## src/hw/rtl/qbvs_pkg.sv

```systemverilog
`timescale 1ns / 1ps
// ----------------------------------------------------------------------------
// qbvs_pkg
// Shared constants, codes and controller/datapath interface types for the
// quad batch vertex setup block.
// ----------------------------------------------------------------------------
package qbvs_pkg;

   localparam int TEXTURE_SLOTS  = 32;
   localparam int SLOT_W         = $clog2(TEXTURE_SLOTS);
   localparam int SLOT_CNT_W     = $clog2(TEXTURE_SLOTS + 1);
   localparam int MAX_QUAD_COUNT = 16384;
   localparam int QUAD_CNT_W     = $clog2(MAX_QUAD_COUNT + 1);

   localparam int CORDIC_STEPS   = 16;
   localparam int STEP_W         = $clog2(CORDIC_STEPS);

   localparam logic MODE_BEGIN = 1'b0;
   localparam logic MODE_QUAD  = 1'b1;

   localparam logic [1:0] ST_OK         = 2'd0;
   localparam logic [1:0] ST_SLOTS_FULL = 2'd1;
   localparam logic [1:0] ST_QUADS_FULL = 2'd2;

   localparam logic signed [24:0] CORDIC_ATAN [CORDIC_STEPS] = '{
      25'sd2949120, 25'sd1740967, 25'sd919879, 25'sd466945,
      25'sd234379,  25'sd117304,  25'sd58666,  25'sd29335,
      25'sd14668,   25'sd7334,    25'sd3667,   25'sd1833,
      25'sd917,     25'sd458,     25'sd229,    25'sd115
   };

   typedef struct packed {
      logic              latch;
      logic              clear;
      logic              rd;
      logic              hit_commit;
      logic              miss_commit;
      logic              cordic_init;
      logic              cordic_step;
      logic              round;
      logic              mul;
      logic              vert;
      logic              err;
      logic [SLOT_W-1:0] idx;
      logic [STEP_W-1:0] step;
      logic [1:0]        mul_sel;
      logic [1:0]        corner;
      logic [1:0]        err_status;
   } dp_cmd_type;

   typedef struct packed {
      logic                  mode;
      logic                  quad_full;
      logic                  slot_hit;
      logic                  slots_full;
      logic [SLOT_CNT_W-1:0] slots_used;
      logic                  out_last;
   } dp_stat_type;

endpackage

```

## src/hw/rtl/qbvs_datapath.sv

```systemverilog
`timescale 1ns / 1ps
// ----------------------------------------------------------------------------
// qbvs_datapath
// Input latch, texture slot memory, counters, iterative CORDIC, shared
// multiplier and vertex output register.
// ----------------------------------------------------------------------------
module qbvs_datapath import qbvs_pkg::*; (
   input  logic         clock,
   input  logic         reset,
   input  dp_cmd_type   cmd,
   output dp_stat_type  stat,
   input  logic         in_mode,
   input  logic [255:0] in_data,
   output logic [151:0] out_data,
   output logic [1:0]   out_status,
   output logic         out_last
);

   logic                         mode_ff;
   logic signed [31:0]           px_ff, py_ff, szx_ff, szy_ff;
   logic [31:0]                  pz_ff, color_ff, handle_ff;
   logic signed [15:0]           angle_ff;
   logic [15:0]                  tiling_ff;

   logic [31:0]                  slot_mem [TEXTURE_SLOTS];
   logic [31:0]                  rdata_ff;
   logic [SLOT_CNT_W-1:0]        slots_used_ff;
   logic [QUAD_CNT_W-1:0]        quad_count_ff;
   logic [SLOT_W-1:0]            slot_ff;

   logic signed [33:0]           x_ff, y_ff;
   logic signed [24:0]           z_ff;
   logic [1:0]                   quad_ff;
   logic signed [17:0]           c_ff, s_ff;
   logic signed [49:0]           prod_ff [4];

   logic signed [31:0]           vx_ff, vy_ff;
   logic [31:0]                  vz_ff, vcolor_ff;
   logic                         tu_ff, tv_ff, last_ff;
   logic [SLOT_W-1:0]            vslot_ff;
   logic [15:0]                  vtiling_ff;
   logic [1:0]                   status_ff;

   function automatic logic signed [31:0] sat32(input logic signed [35:0] v);
      if (v > 36'sd2147483647) begin
         sat32 = 32'sh7fffffff;
      end else if (v < -36'sd2147483648) begin
         sat32 = 32'sh80000000;
      end else begin
         sat32 = v[31:0];
      end
   endfunction

   // angle reduction
   logic signed [17:0] a_ext, r_red;
   logic [1:0]         q_in;
   logic signed [17:0] rem;
   always_comb begin
      a_ext = 18'(angle_ff);
      if (a_ext < -18'sd23040) begin
         r_red = a_ext + 18'sd46080;
      end else if (a_ext < 18'sd0) begin
         r_red = a_ext + 18'sd23040;
      end else if (a_ext >= 18'sd23040) begin
         r_red = a_ext - 18'sd23040;
      end else begin
         r_red = a_ext;
      end
      if (r_red >= 18'sd17280) begin
         q_in = 2'd3; rem = r_red - 18'sd17280;
      end else if (r_red >= 18'sd11520) begin
         q_in = 2'd2; rem = r_red - 18'sd11520;
      end else if (r_red >= 18'sd5760) begin
         q_in = 2'd1; rem = r_red - 18'sd5760;
      end else begin
         q_in = 2'd0; rem = r_red;
      end
   end

   logic signed [33:0] dx, dy;
   assign dx = y_ff >>> cmd.step;
   assign dy = x_ff >>> cmd.step;

   logic signed [33:0] xr, yr;
   logic signed [17:0] c0, s0;
   assign xr = x_ff + 34'sd8192;
   assign yr = y_ff + 34'sd8192;
   assign c0 = 18'(xr >>> 14);
   assign s0 = 18'(yr >>> 14);

   logic signed [31:0] mul_a;
   logic signed [17:0] mul_b;
   logic signed [49:0] mul_p;
   always_comb begin
      mul_a = (cmd.mul_sel == 2'd0 || cmd.mul_sel == 2'd2) ? szx_ff : szy_ff;
      mul_b = (cmd.mul_sel == 2'd0 || cmd.mul_sel == 2'd3) ? c_ff : s_ff;
      mul_p = 50'(mul_a * mul_b);
   end

   logic               negx, negy;
   logic signed [51:0] t1, t2, t3, t4, sum_x, sum_y;
   logic signed [35:0] vx_in, vy_in;
   always_comb begin
      negx  = (cmd.corner == 2'd0) || (cmd.corner == 2'd3);
      negy  = (cmd.corner == 2'd0) || (cmd.corner == 2'd1);
      t1    = negx ? -52'(prod_ff[0]) : 52'(prod_ff[0]);
      t2    = negy ? 52'(prod_ff[1]) : -52'(prod_ff[1]);
      t3    = negx ? -52'(prod_ff[2]) : 52'(prod_ff[2]);
      t4    = negy ? -52'(prod_ff[3]) : 52'(prod_ff[3]);
      sum_x = t1 + t2 + 52'sd65536;
      sum_y = t3 + t4 + 52'sd65536;
      vx_in = 36'(px_ff) + 36'(sum_x >>> 17);
      vy_in = 36'(py_ff) + 36'(sum_y >>> 17);
   end

   always_ff @(posedge clock) begin
      if (cmd.latch) begin
         mode_ff   <= in_mode;
         px_ff     <= in_data[31:0];
         py_ff     <= in_data[63:32];
         pz_ff     <= in_data[95:64];
         szx_ff    <= in_data[127:96];
         szy_ff    <= in_data[159:128];
         angle_ff  <= in_data[175:160];
         color_ff  <= in_data[207:176];
         handle_ff <= in_data[239:208];
         tiling_ff <= in_data[255:240];
      end
      if (cmd.rd) begin
         rdata_ff <= slot_mem[cmd.idx];
      end
      if (cmd.miss_commit) begin
         slot_mem[slots_used_ff[SLOT_W-1:0]] <= handle_ff;
      end
   end

   always_ff @(posedge clock) begin
      if (reset) begin
         slots_used_ff <= '0;
         quad_count_ff <= '0;
      end else if (cmd.clear) begin
         slots_used_ff <= '0;
         quad_count_ff <= '0;
      end else begin
         if (cmd.miss_commit) begin
            slots_used_ff <= slots_used_ff + SLOT_CNT_W'(1);
         end
         if (cmd.hit_commit || cmd.miss_commit) begin
            quad_count_ff <= quad_count_ff + QUAD_CNT_W'(1);
         end
      end
   end

   always_ff @(posedge clock) begin
      if (cmd.hit_commit) begin
         slot_ff <= cmd.idx;
      end else if (cmd.miss_commit) begin
         slot_ff <= slots_used_ff[SLOT_W-1:0];
      end
      if (cmd.cordic_init) begin
         x_ff    <= 34'sd652032874;
         y_ff    <= '0;
         z_ff    <= 25'(rem) <<< 10;
         quad_ff <= q_in;
      end else if (cmd.cordic_step) begin
         if (z_ff >= 25'sd0) begin
            x_ff <= x_ff - dx;
            y_ff <= y_ff + dy;
            z_ff <= z_ff - CORDIC_ATAN[cmd.step];
         end else begin
            x_ff <= x_ff + dx;
            y_ff <= y_ff - dy;
            z_ff <= z_ff + CORDIC_ATAN[cmd.step];
         end
      end
      if (cmd.round) begin
         case (quad_ff)
            2'd0:    begin c_ff <= c0;  s_ff <= s0;  end
            2'd1:    begin c_ff <= -s0; s_ff <= c0;  end
            2'd2:    begin c_ff <= -c0; s_ff <= -s0; end
            default: begin c_ff <= s0;  s_ff <= -c0; end
         endcase
      end
      if (cmd.mul) begin
         prod_ff[cmd.mul_sel] <= mul_p;
      end
   end

   always_ff @(posedge clock) begin
      if (cmd.vert) begin
         vx_ff      <= sat32(vx_in);
         vy_ff      <= sat32(vy_in);
         vz_ff      <= pz_ff;
         vcolor_ff  <= color_ff;
         tu_ff      <= (cmd.corner == 2'd1) || (cmd.corner == 2'd2);
         tv_ff      <= cmd.corner[1];
         vslot_ff   <= slot_ff;
         vtiling_ff <= tiling_ff;
         status_ff  <= ST_OK;
         last_ff    <= (cmd.corner == 2'd3);
      end else if (cmd.err) begin
         vx_ff      <= '0;
         vy_ff      <= '0;
         vz_ff      <= '0;
         vcolor_ff  <= '0;
         tu_ff      <= 1'b0;
         tv_ff      <= 1'b0;
         vslot_ff   <= '0;
         vtiling_ff <= '0;
         status_ff  <= cmd.err_status;
         last_ff    <= 1'b1;
      end
   end

   assign stat.mode       = mode_ff;
   assign stat.quad_full  = (quad_count_ff >= QUAD_CNT_W'(MAX_QUAD_COUNT));
   assign stat.slot_hit   = (rdata_ff == handle_ff);
   assign stat.slots_full = (slots_used_ff == SLOT_CNT_W'(TEXTURE_SLOTS));
   assign stat.slots_used = slots_used_ff;
   assign stat.out_last   = last_ff;

   assign out_data   = {1'b0, vtiling_ff, vslot_ff, tv_ff, tu_ff, vcolor_ff, vz_ff,
                        vy_ff, vx_ff};
   assign out_status = status_ff;
   assign out_last   = last_ff;

   a_slots_bound: assert property (@(posedge clock) disable iff (reset)
      slots_used_ff <= SLOT_CNT_W'(TEXTURE_SLOTS))
      else $error("slot count overran table");
   a_quad_bound: assert property (@(posedge clock) disable iff (reset)
      quad_count_ff <= QUAD_CNT_W'(MAX_QUAD_COUNT))
      else $error("quad count overran buffer");
   a_miss_has_room: assert property (@(posedge clock) disable iff (reset)
      cmd.miss_commit |-> !stat.slots_full)
      else $error("slot insert into a full table");

endmodule

```

## src/hw/rtl/qbvs_ctrl.sv

```systemverilog
`timescale 1ns / 1ps
// ----------------------------------------------------------------------------
// qbvs_ctrl
// Sequencer for slot lookup, CORDIC iterations, products and vertex beats.
// ----------------------------------------------------------------------------
module qbvs_ctrl import qbvs_pkg::*; (
   input  logic        clock,
   input  logic        reset,
   input  logic        req_tvalid,
   output logic        req_tready,
   output logic        rsp_tvalid,
   input  logic        rsp_tready,
   output dp_cmd_type  cmd,
   input  dp_stat_type stat
);

   localparam logic [3:0] S_IDLE   = 4'd0;
   localparam logic [3:0] S_DECODE = 4'd1;
   localparam logic [3:0] S_RD     = 4'd2;
   localparam logic [3:0] S_CMP    = 4'd3;
   localparam logic [3:0] S_MISS   = 4'd4;
   localparam logic [3:0] S_CORDIC = 4'd5;
   localparam logic [3:0] S_ROUND  = 4'd6;
   localparam logic [3:0] S_MUL    = 4'd7;
   localparam logic [3:0] S_VERT   = 4'd8;
   localparam logic [3:0] S_OUT    = 4'd9;

   logic [3:0]        state_ff, state_in;
   logic [SLOT_W-1:0] idx_ff, idx_in;
   logic [STEP_W-1:0] step_ff, step_in;
   logic [1:0]        msel_ff, msel_in;
   logic [1:0]        corner_ff, corner_in;

   always_comb begin
      cmd        = '0;
      state_in   = state_ff;
      idx_in     = idx_ff;
      step_in    = step_ff;
      msel_in    = msel_ff;
      corner_in  = corner_ff;
      req_tready = 1'b0;
      rsp_tvalid = 1'b0;
      unique case (state_ff)
         S_IDLE: begin
            req_tready = 1'b1;
            if (req_tvalid) begin
               cmd.latch = 1'b1;
               state_in  = S_DECODE;
            end
         end
         S_DECODE: begin
            if (stat.mode == MODE_BEGIN) begin
               cmd.clear = 1'b1;
               state_in  = S_IDLE;
            end else if (stat.quad_full) begin
               cmd.err        = 1'b1;
               cmd.err_status = ST_QUADS_FULL;
               state_in       = S_OUT;
            end else if (stat.slots_used == '0) begin
               state_in = S_MISS;
            end else begin
               idx_in   = '0;
               state_in = S_RD;
            end
         end
         S_RD: begin
            cmd.rd   = 1'b1;
            cmd.idx  = idx_ff;
            state_in = S_CMP;
         end
         S_CMP: begin
            cmd.idx = idx_ff;
            if (stat.slot_hit) begin
               cmd.hit_commit  = 1'b1;
               cmd.cordic_init = 1'b1;
               step_in         = '0;
               state_in        = S_CORDIC;
            end else if ({1'b0, idx_ff} + SLOT_CNT_W'(1) == stat.slots_used) begin
               state_in = S_MISS;
            end else begin
               idx_in   = idx_ff + SLOT_W'(1);
               state_in = S_RD;
            end
         end
         S_MISS: begin
            if (stat.slots_full) begin
               cmd.err        = 1'b1;
               cmd.err_status = ST_SLOTS_FULL;
               state_in       = S_OUT;
            end else begin
               cmd.miss_commit = 1'b1;
               cmd.cordic_init = 1'b1;
               step_in         = '0;
               state_in        = S_CORDIC;
            end
         end
         S_CORDIC: begin
            cmd.cordic_step = 1'b1;
            cmd.step        = step_ff;
            if (step_ff == STEP_W'(CORDIC_STEPS - 1)) begin
               state_in = S_ROUND;
            end else begin
               step_in = step_ff + STEP_W'(1);
            end
         end
         S_ROUND: begin
            cmd.round = 1'b1;
            msel_in   = '0;
            state_in  = S_MUL;
         end
         S_MUL: begin
            cmd.mul     = 1'b1;
            cmd.mul_sel = msel_ff;
            if (msel_ff == 2'd3) begin
               corner_in = '0;
               state_in  = S_VERT;
            end else begin
               msel_in = msel_ff + 2'd1;
            end
         end
         S_VERT: begin
            cmd.vert   = 1'b1;
            cmd.corner = corner_ff;
            state_in   = S_OUT;
         end
         S_OUT: begin
            rsp_tvalid = 1'b1;
            if (rsp_tready) begin
               if (stat.out_last) begin
                  state_in = S_IDLE;
               end else begin
                  corner_in = corner_ff + 2'd1;
                  state_in  = S_VERT;
               end
            end
         end
         default: state_in = S_IDLE;
      endcase
   end

   always_ff @(posedge clock) begin
      if (reset) begin
         state_ff <= S_IDLE;
      end else begin
         state_ff <= state_in;
      end
      idx_ff    <= idx_in;
      step_ff   <= step_in;
      msel_ff   <= msel_in;
      corner_ff <= corner_in;
   end

   a_no_overlap: assert property (@(posedge clock) disable iff (reset)
      !(req_tready && rsp_tvalid))
      else $error("input and output open together");
   a_last_ends: assert property (@(posedge clock) disable iff (reset)
      rsp_tvalid && rsp_tready && stat.out_last |=> state_ff == S_IDLE)
      else $error("did not return to idle after last beat");
   a_begin_silent: assert property (@(posedge clock) disable iff (reset)
      state_ff == S_DECODE && stat.mode == MODE_BEGIN |=> !rsp_tvalid)
      else $error("begin item produced a beat");

endmodule

```

## src/hw/rtl/quad_batch_vertex_setup.sv

```systemverilog
`timescale 1ns / 1ps
// ----------------------------------------------------------------------------
// quad_batch_vertex_setup
// Sprite quad vertex generation with texture slot batching, Q16.16.
// ----------------------------------------------------------------------------
// req channel: one beat per item; tuser is the mode (begin frame or quad).
// A begin beat clears the slot table and quad count and yields no rsp beat.
// A quad beat yields four vertex beats, tlast on the fourth, or one beat with a
// full status in tuser when the quad buffer is full or a miss finds the slot table full.
// Steps per quad: decode, then a search of the slot entries, one read and
// one compare per entry (0..32 entries, one slot memory read port), an insert
// on a miss, 16 CORDIC iterations, a round, 4 products on the one shared
// multiplier, then a vertex register load and an output beat per vertex.
// The block works on one item at a time; req_tready is high only when idle.
// Reset clears the state machine, slot count and quad count; slot contents
// are only read below the count.
// When the receiver stalls, the current vertex beat holds until taken.
// ----------------------------------------------------------------------------
module quad_batch_vertex_setup import qbvs_pkg::*; (
   input  logic         clock,
   input  logic         reset,
   input  logic         req_tvalid,
   output logic         req_tready,
   // pos_x, pos_y, pos_z, size_x, size_y, angle_deg[16], color_rgba,
   // texture_handle, tiling[16]
   input  logic [255:0] req_tdata,
   // mode
   input  logic         req_tuser,
   output logic         rsp_tvalid,
   input  logic         rsp_tready,
   // vert_x, vert_y, vert_z, vert_color, tex_u, tex_v, slot[5],
   // vert_tiling[16], pad
   output logic [151:0] rsp_tdata,
   // status
   output logic [1:0]   rsp_tuser,
   output logic         rsp_tlast
);

   dp_cmd_type  cmd;
   dp_stat_type stat;

   qbvs_ctrl u_ctrl (
      .clock      (clock),
      .reset      (reset),
      .req_tvalid (req_tvalid),
      .req_tready (req_tready),
      .rsp_tvalid (rsp_tvalid),
      .rsp_tready (rsp_tready),
      .cmd        (cmd),
      .stat       (stat)
   );

   qbvs_datapath u_datapath (
      .clock      (clock),
      .reset      (reset),
      .cmd        (cmd),
      .stat       (stat),
      .in_mode    (req_tuser),
      .in_data    (req_tdata),
      .out_data   (rsp_tdata),
      .out_status (rsp_tuser),
      .out_last   (rsp_tlast)
   );

endmodule
```

## config.mk

```make
export PLATFORM = sky130hd
export DESIGN_NAME = quad_batch_vertex_setup
export DESIGN_NICKNAME = d
export VERILOG_FILES = /design/src/hw/rtl/qbvs_pkg.sv /design/src/hw/rtl/qbvs_datapath.sv /design/src/hw/rtl/qbvs_ctrl.sv /design/src/hw/rtl/quad_batch_vertex_setup.sv
export SDC_FILE = /design/constraint.sdc
export NUM_CORES = 2
export LEC_CHECK = 0
export ABC_AREA = 1
export BUFFER_PORTS_ARGS = -buffer_cell sky130_fd_sc_hd__buf_2
export CORE_UTILIZATION = 50
export CTS_CLUSTER_SIZE = 14
export DETAILED_ROUTE_END_ITERATION = 8
export PLACE_DENSITY = 0.64
export SYNTH_ARGS = -nofsm -noshare
export SYNTH_HDL_FRONTEND = slang
export SYNTH_SLANG_ARGS = --single-unit
```

## constraint.sdc

```tcl
create_clock -name clock -period 25.7 [get_ports clock]
set_input_delay 0 -clock clock [delete_from_list [all_inputs] [get_ports clock]]
set_output_delay 0 -clock clock [all_outputs]
set_load 0.05 [all_outputs]
```

==> results.sh <==
export IMPL_vias_per_cell=5.57
export IMPL_rrSetupSlack_ps=15460
export IMPL_dr_first_iter_drc_count=8105
export IMPL_drc=0
export IMPL_clock_sinks=1841
export IMPL_setup_ws_ps=15460
export IMPL_timing_hold_ws_ps=133
export IMPL_hold_viol_final=0
export IMPL_crit_path_start="u_ctrl.state_ff[0]$_SDFFE_PP0P_"
export IMPL_fill_cells=20200
export IMPL_layout_commonest_cell="nand2_1"
export IMPL_die_height_um=487
export IMPL_synth_edf_count=1736
export IMPL_wirelength_mm=362
export IMPL_clockBufferDepth=3
export IMPL_worstReg2RegStart="u_ctrl.state_ff[0]$_SDFFE_PP0P_"
export IMPL_port_buffers=416
export IMPL_rsz0062_at_grt="false"
export IMPL_layout_min_cycle_time_ps=10250
export IMPL_startpoint_type="flip-flop"
export IMPL_hold_end="u_ctrl.state_ff[3]$_SDFFE_PP0P_"
export IMPL_ys_flop_type="edfxtp_1"
export IMPL_slowest_delay_ps=680
export IMPL_synth_area_top_cells="edfxtp_1 44%, fa_1 9.5%, nand2_1 6.7%"
export IMPL_place_congestion=0.970
export IMPL_path_class="reg -> reg"
export IMPL_seq_area_mm2=0.0542
export IMPL_postSynthCellCount=12600
export IMPL_synthArstFlopShare_pct=0
export IMPL_yosys_area_top_type="edfxtp_1"
export IMPL_core_area_mm2=0.233
export IMPL_synth_top_area_share_pct=44.3
export IMPL_start_util_pct=50.5
export IMPL_grt_pass1_wl_mm=545
export IMPL_insertion_delay_ps=910
export IMPL_rows=177
export IMPL_yosysSeqAreaShare_pct=46.0
export IMPL_layout_nets=14700
export IMPL_cp_slowest_cell="nand3_1"
export IMPL_syn_area_mm2=0.118
export IMPL_yosys_warnings=0
export IMPL_multi_input_area_mm2=0.0546
export IMPL_crit_fanout=60
export IMPL_reg2reg_depth=37
export IMPL_fin_setup_tns_ps=0
export IMPL_holdCritStartpoint="rsp_tready"
export IMPL_min_path_type="in -> reg"
export IMPL_htreeDepth=4
export IMPL_final_util_pct=57.9
export IMPL_drt_first_pass_iters=7
export IMPL_relSlewSlack_pct=20.6
export IMPL_status="complete, no violations"
export IMPL_postRouteAntennaNets=0
export IMPL_fin_skew_ps=125
export IMPL_die_w_um=487
export IMPL_setup_viol=0
export IMPL_post_synth_cell_area_avg_um2=9.37
export IMPL_drive_above_1_share_pct=7.71
export IMPL_cp_required_ps=26340
export IMPL_cp_common_cell="o21ai_0"
export IMPL_synth_distinct_cells=74
export IMPL_cts_setup_buffers=0
export IMPL_hold_depth=4
export IMPL_mostFrequentLayoutCells="2111 x nand2_1, 1929 x inv_1, 1736 x edfxtp_1"
export IMPL_antenna_found_initial=12
export IMPL_place_hpwl_mm=247
export IMPL_overflow=0
export IMPL_critPathArrivalTime_ps=10890
export IMPL_ys_ff_latch=1841
export IMPL_maxSlewViolCount=0
export IMPL_grt_max_degree=231
export IMPL_tightest_slew_ps=1190
export IMPL_grt_pass1_vias=91700
export IMPL_cts_tree="done"
export IMPL_root_buffer="clkbuf_16"
export IMPL_max_freq_mhz=97.6
export IMPL_critPathCaptureType="flip-flop"
export IMPL_dieArea_mm2=0.238
export IMPL_wire_per_inst_um=21.7
export IMPL_cts_buffers=196
export IMPL_place_ws_ps=15380
export IMPL_io_pins=418
export IMPL_area_delta_synth_final_pct=14.7
export IMPL_syn_nets=13900
export IMPL_r2r_end="u_datapath.vx_ff[19]$_SDFFCE_PN0P_"
export IMPL_clkSlewWorstSetupHoldPaths_ps=60
export IMPL_gr_usage_all_layers_pct=30.0
export IMPL_post_route_period_util_pct=39.9
export IMPL_cap_violations=0
export IMPL_vias=93000
-- area by class of cell --
cell class | instances | area share [%]
antenna | 8 | 0.0148
clock buffer | 245 | 3.80
clock inverter | 117 | 0.972
inverter | 1962 | 5.45
multi-input combinational | 8291 | 40.4
sequential | 1841 | 40.1
tap | 3132 | 2.90
timing repair buffer | 1092 | 6.31
-- registers in the layout, summed over array words and instances, names as in the netlist, 34 cells and up --
name and flops:
u_datapath.prod_ff 200, u_datapath.slot_mem 1024, u_datapath.x_ff 34, u_datapath.y_ff 34
-- worst max-delay path, delay by kind of cell, from the launching register on --
family	cells	cell delay, ps
AND/OR/NAND/NOR	13	2680
buffers and inverters	7	2450
AO/OA/AOI/OAI	10	2420
adder cells (fa/ha/maj)	4	1340
flip-flops	1	510
XOR/XNOR	3	490
-- synth_stat cells, types with 10 or more instances --
library cell	n
xnor2_1	239
o21ai_0	688
xor2_1	359
inv_2	19
edfxtp_1	1736
nor2_1	1006
ha_1	522
nor3_1	144
o22ai_1	24
o21a_1	35
o211ai_1	293
a31oi_1	135
a21boi_0	13
nor4_1	44
clkbuf_1	386
dfxtp_1	105
nand3b_1	10
nand3_1	874
buf_2	44
inv_1	1934
buf_1	23
o31ai_1	19
o221ai_1	24
a211oi_1	17
nand4_1	82
nand2_1	2115
o21bai_1	15
buf_4	13
a21o_1	23
fa_1	559
buf_6	12
or2_2	63
a21oi_1	832
o21ai_1	34
nor2_2	14
-- cell families after synthesis --
kind of cell	share of synthesized area, %
simple gates	15.8
buf+inv	7.94
compound gates	10.7
flops	46.0
fa+ha+maj	15.0
xor+xnor	4.45
other cells	0.00318
-- how the worst max path moves through the flow --
stage	depth (start not counted)	to
5_1_grt	37	u_datapath.vx_ff[23]$_SDFFCE_PN0P_
3_5_place_dp	37	u_datapath.vx_ff[19]$_SDFFCE_PN0P_
2_1_floorplan	6	u_datapath.angle_ff[0]$_DFFE_PP_
3_3_place_gp	38	u_datapath.vx_ff[25]$_SDFFCE_PN0P_
4_1_cts	37	u_datapath.vx_ff[19]$_SDFFCE_PN0P_
6_report	37	u_datapath.vx_ff[19]$_SDFFCE_PN0P_
-- metrics by stage --
step                      std cells  area [um2]
final                         16700      135000
after CTS                     16700      135000
after global routing          16700      135000
after global placement        15800      123000
after detailed placement      15800      123000
after floorplan               12600      118000
-- repair_timing --
item,CTS,global route
hold buffers,519,0
gates resized for setup,0,0
endpoints found under the hold margin,269,0
-- layer usage --
metal  vias up  track usage (%)  routed length (um)  part of all wire, %
li1      43800                -                   -                    -
met1     45100             38.4              148000                   41
met2      3320             51.7              177000                   49
met3       756             3.54               21600                  6.0
met4         2             12.2               15600                  4.3
met5         -                0                  13               0.0036
Power is not shown: default switching activity piles up to over one toggle a cycle in this logic, so the estimate is an artifact.
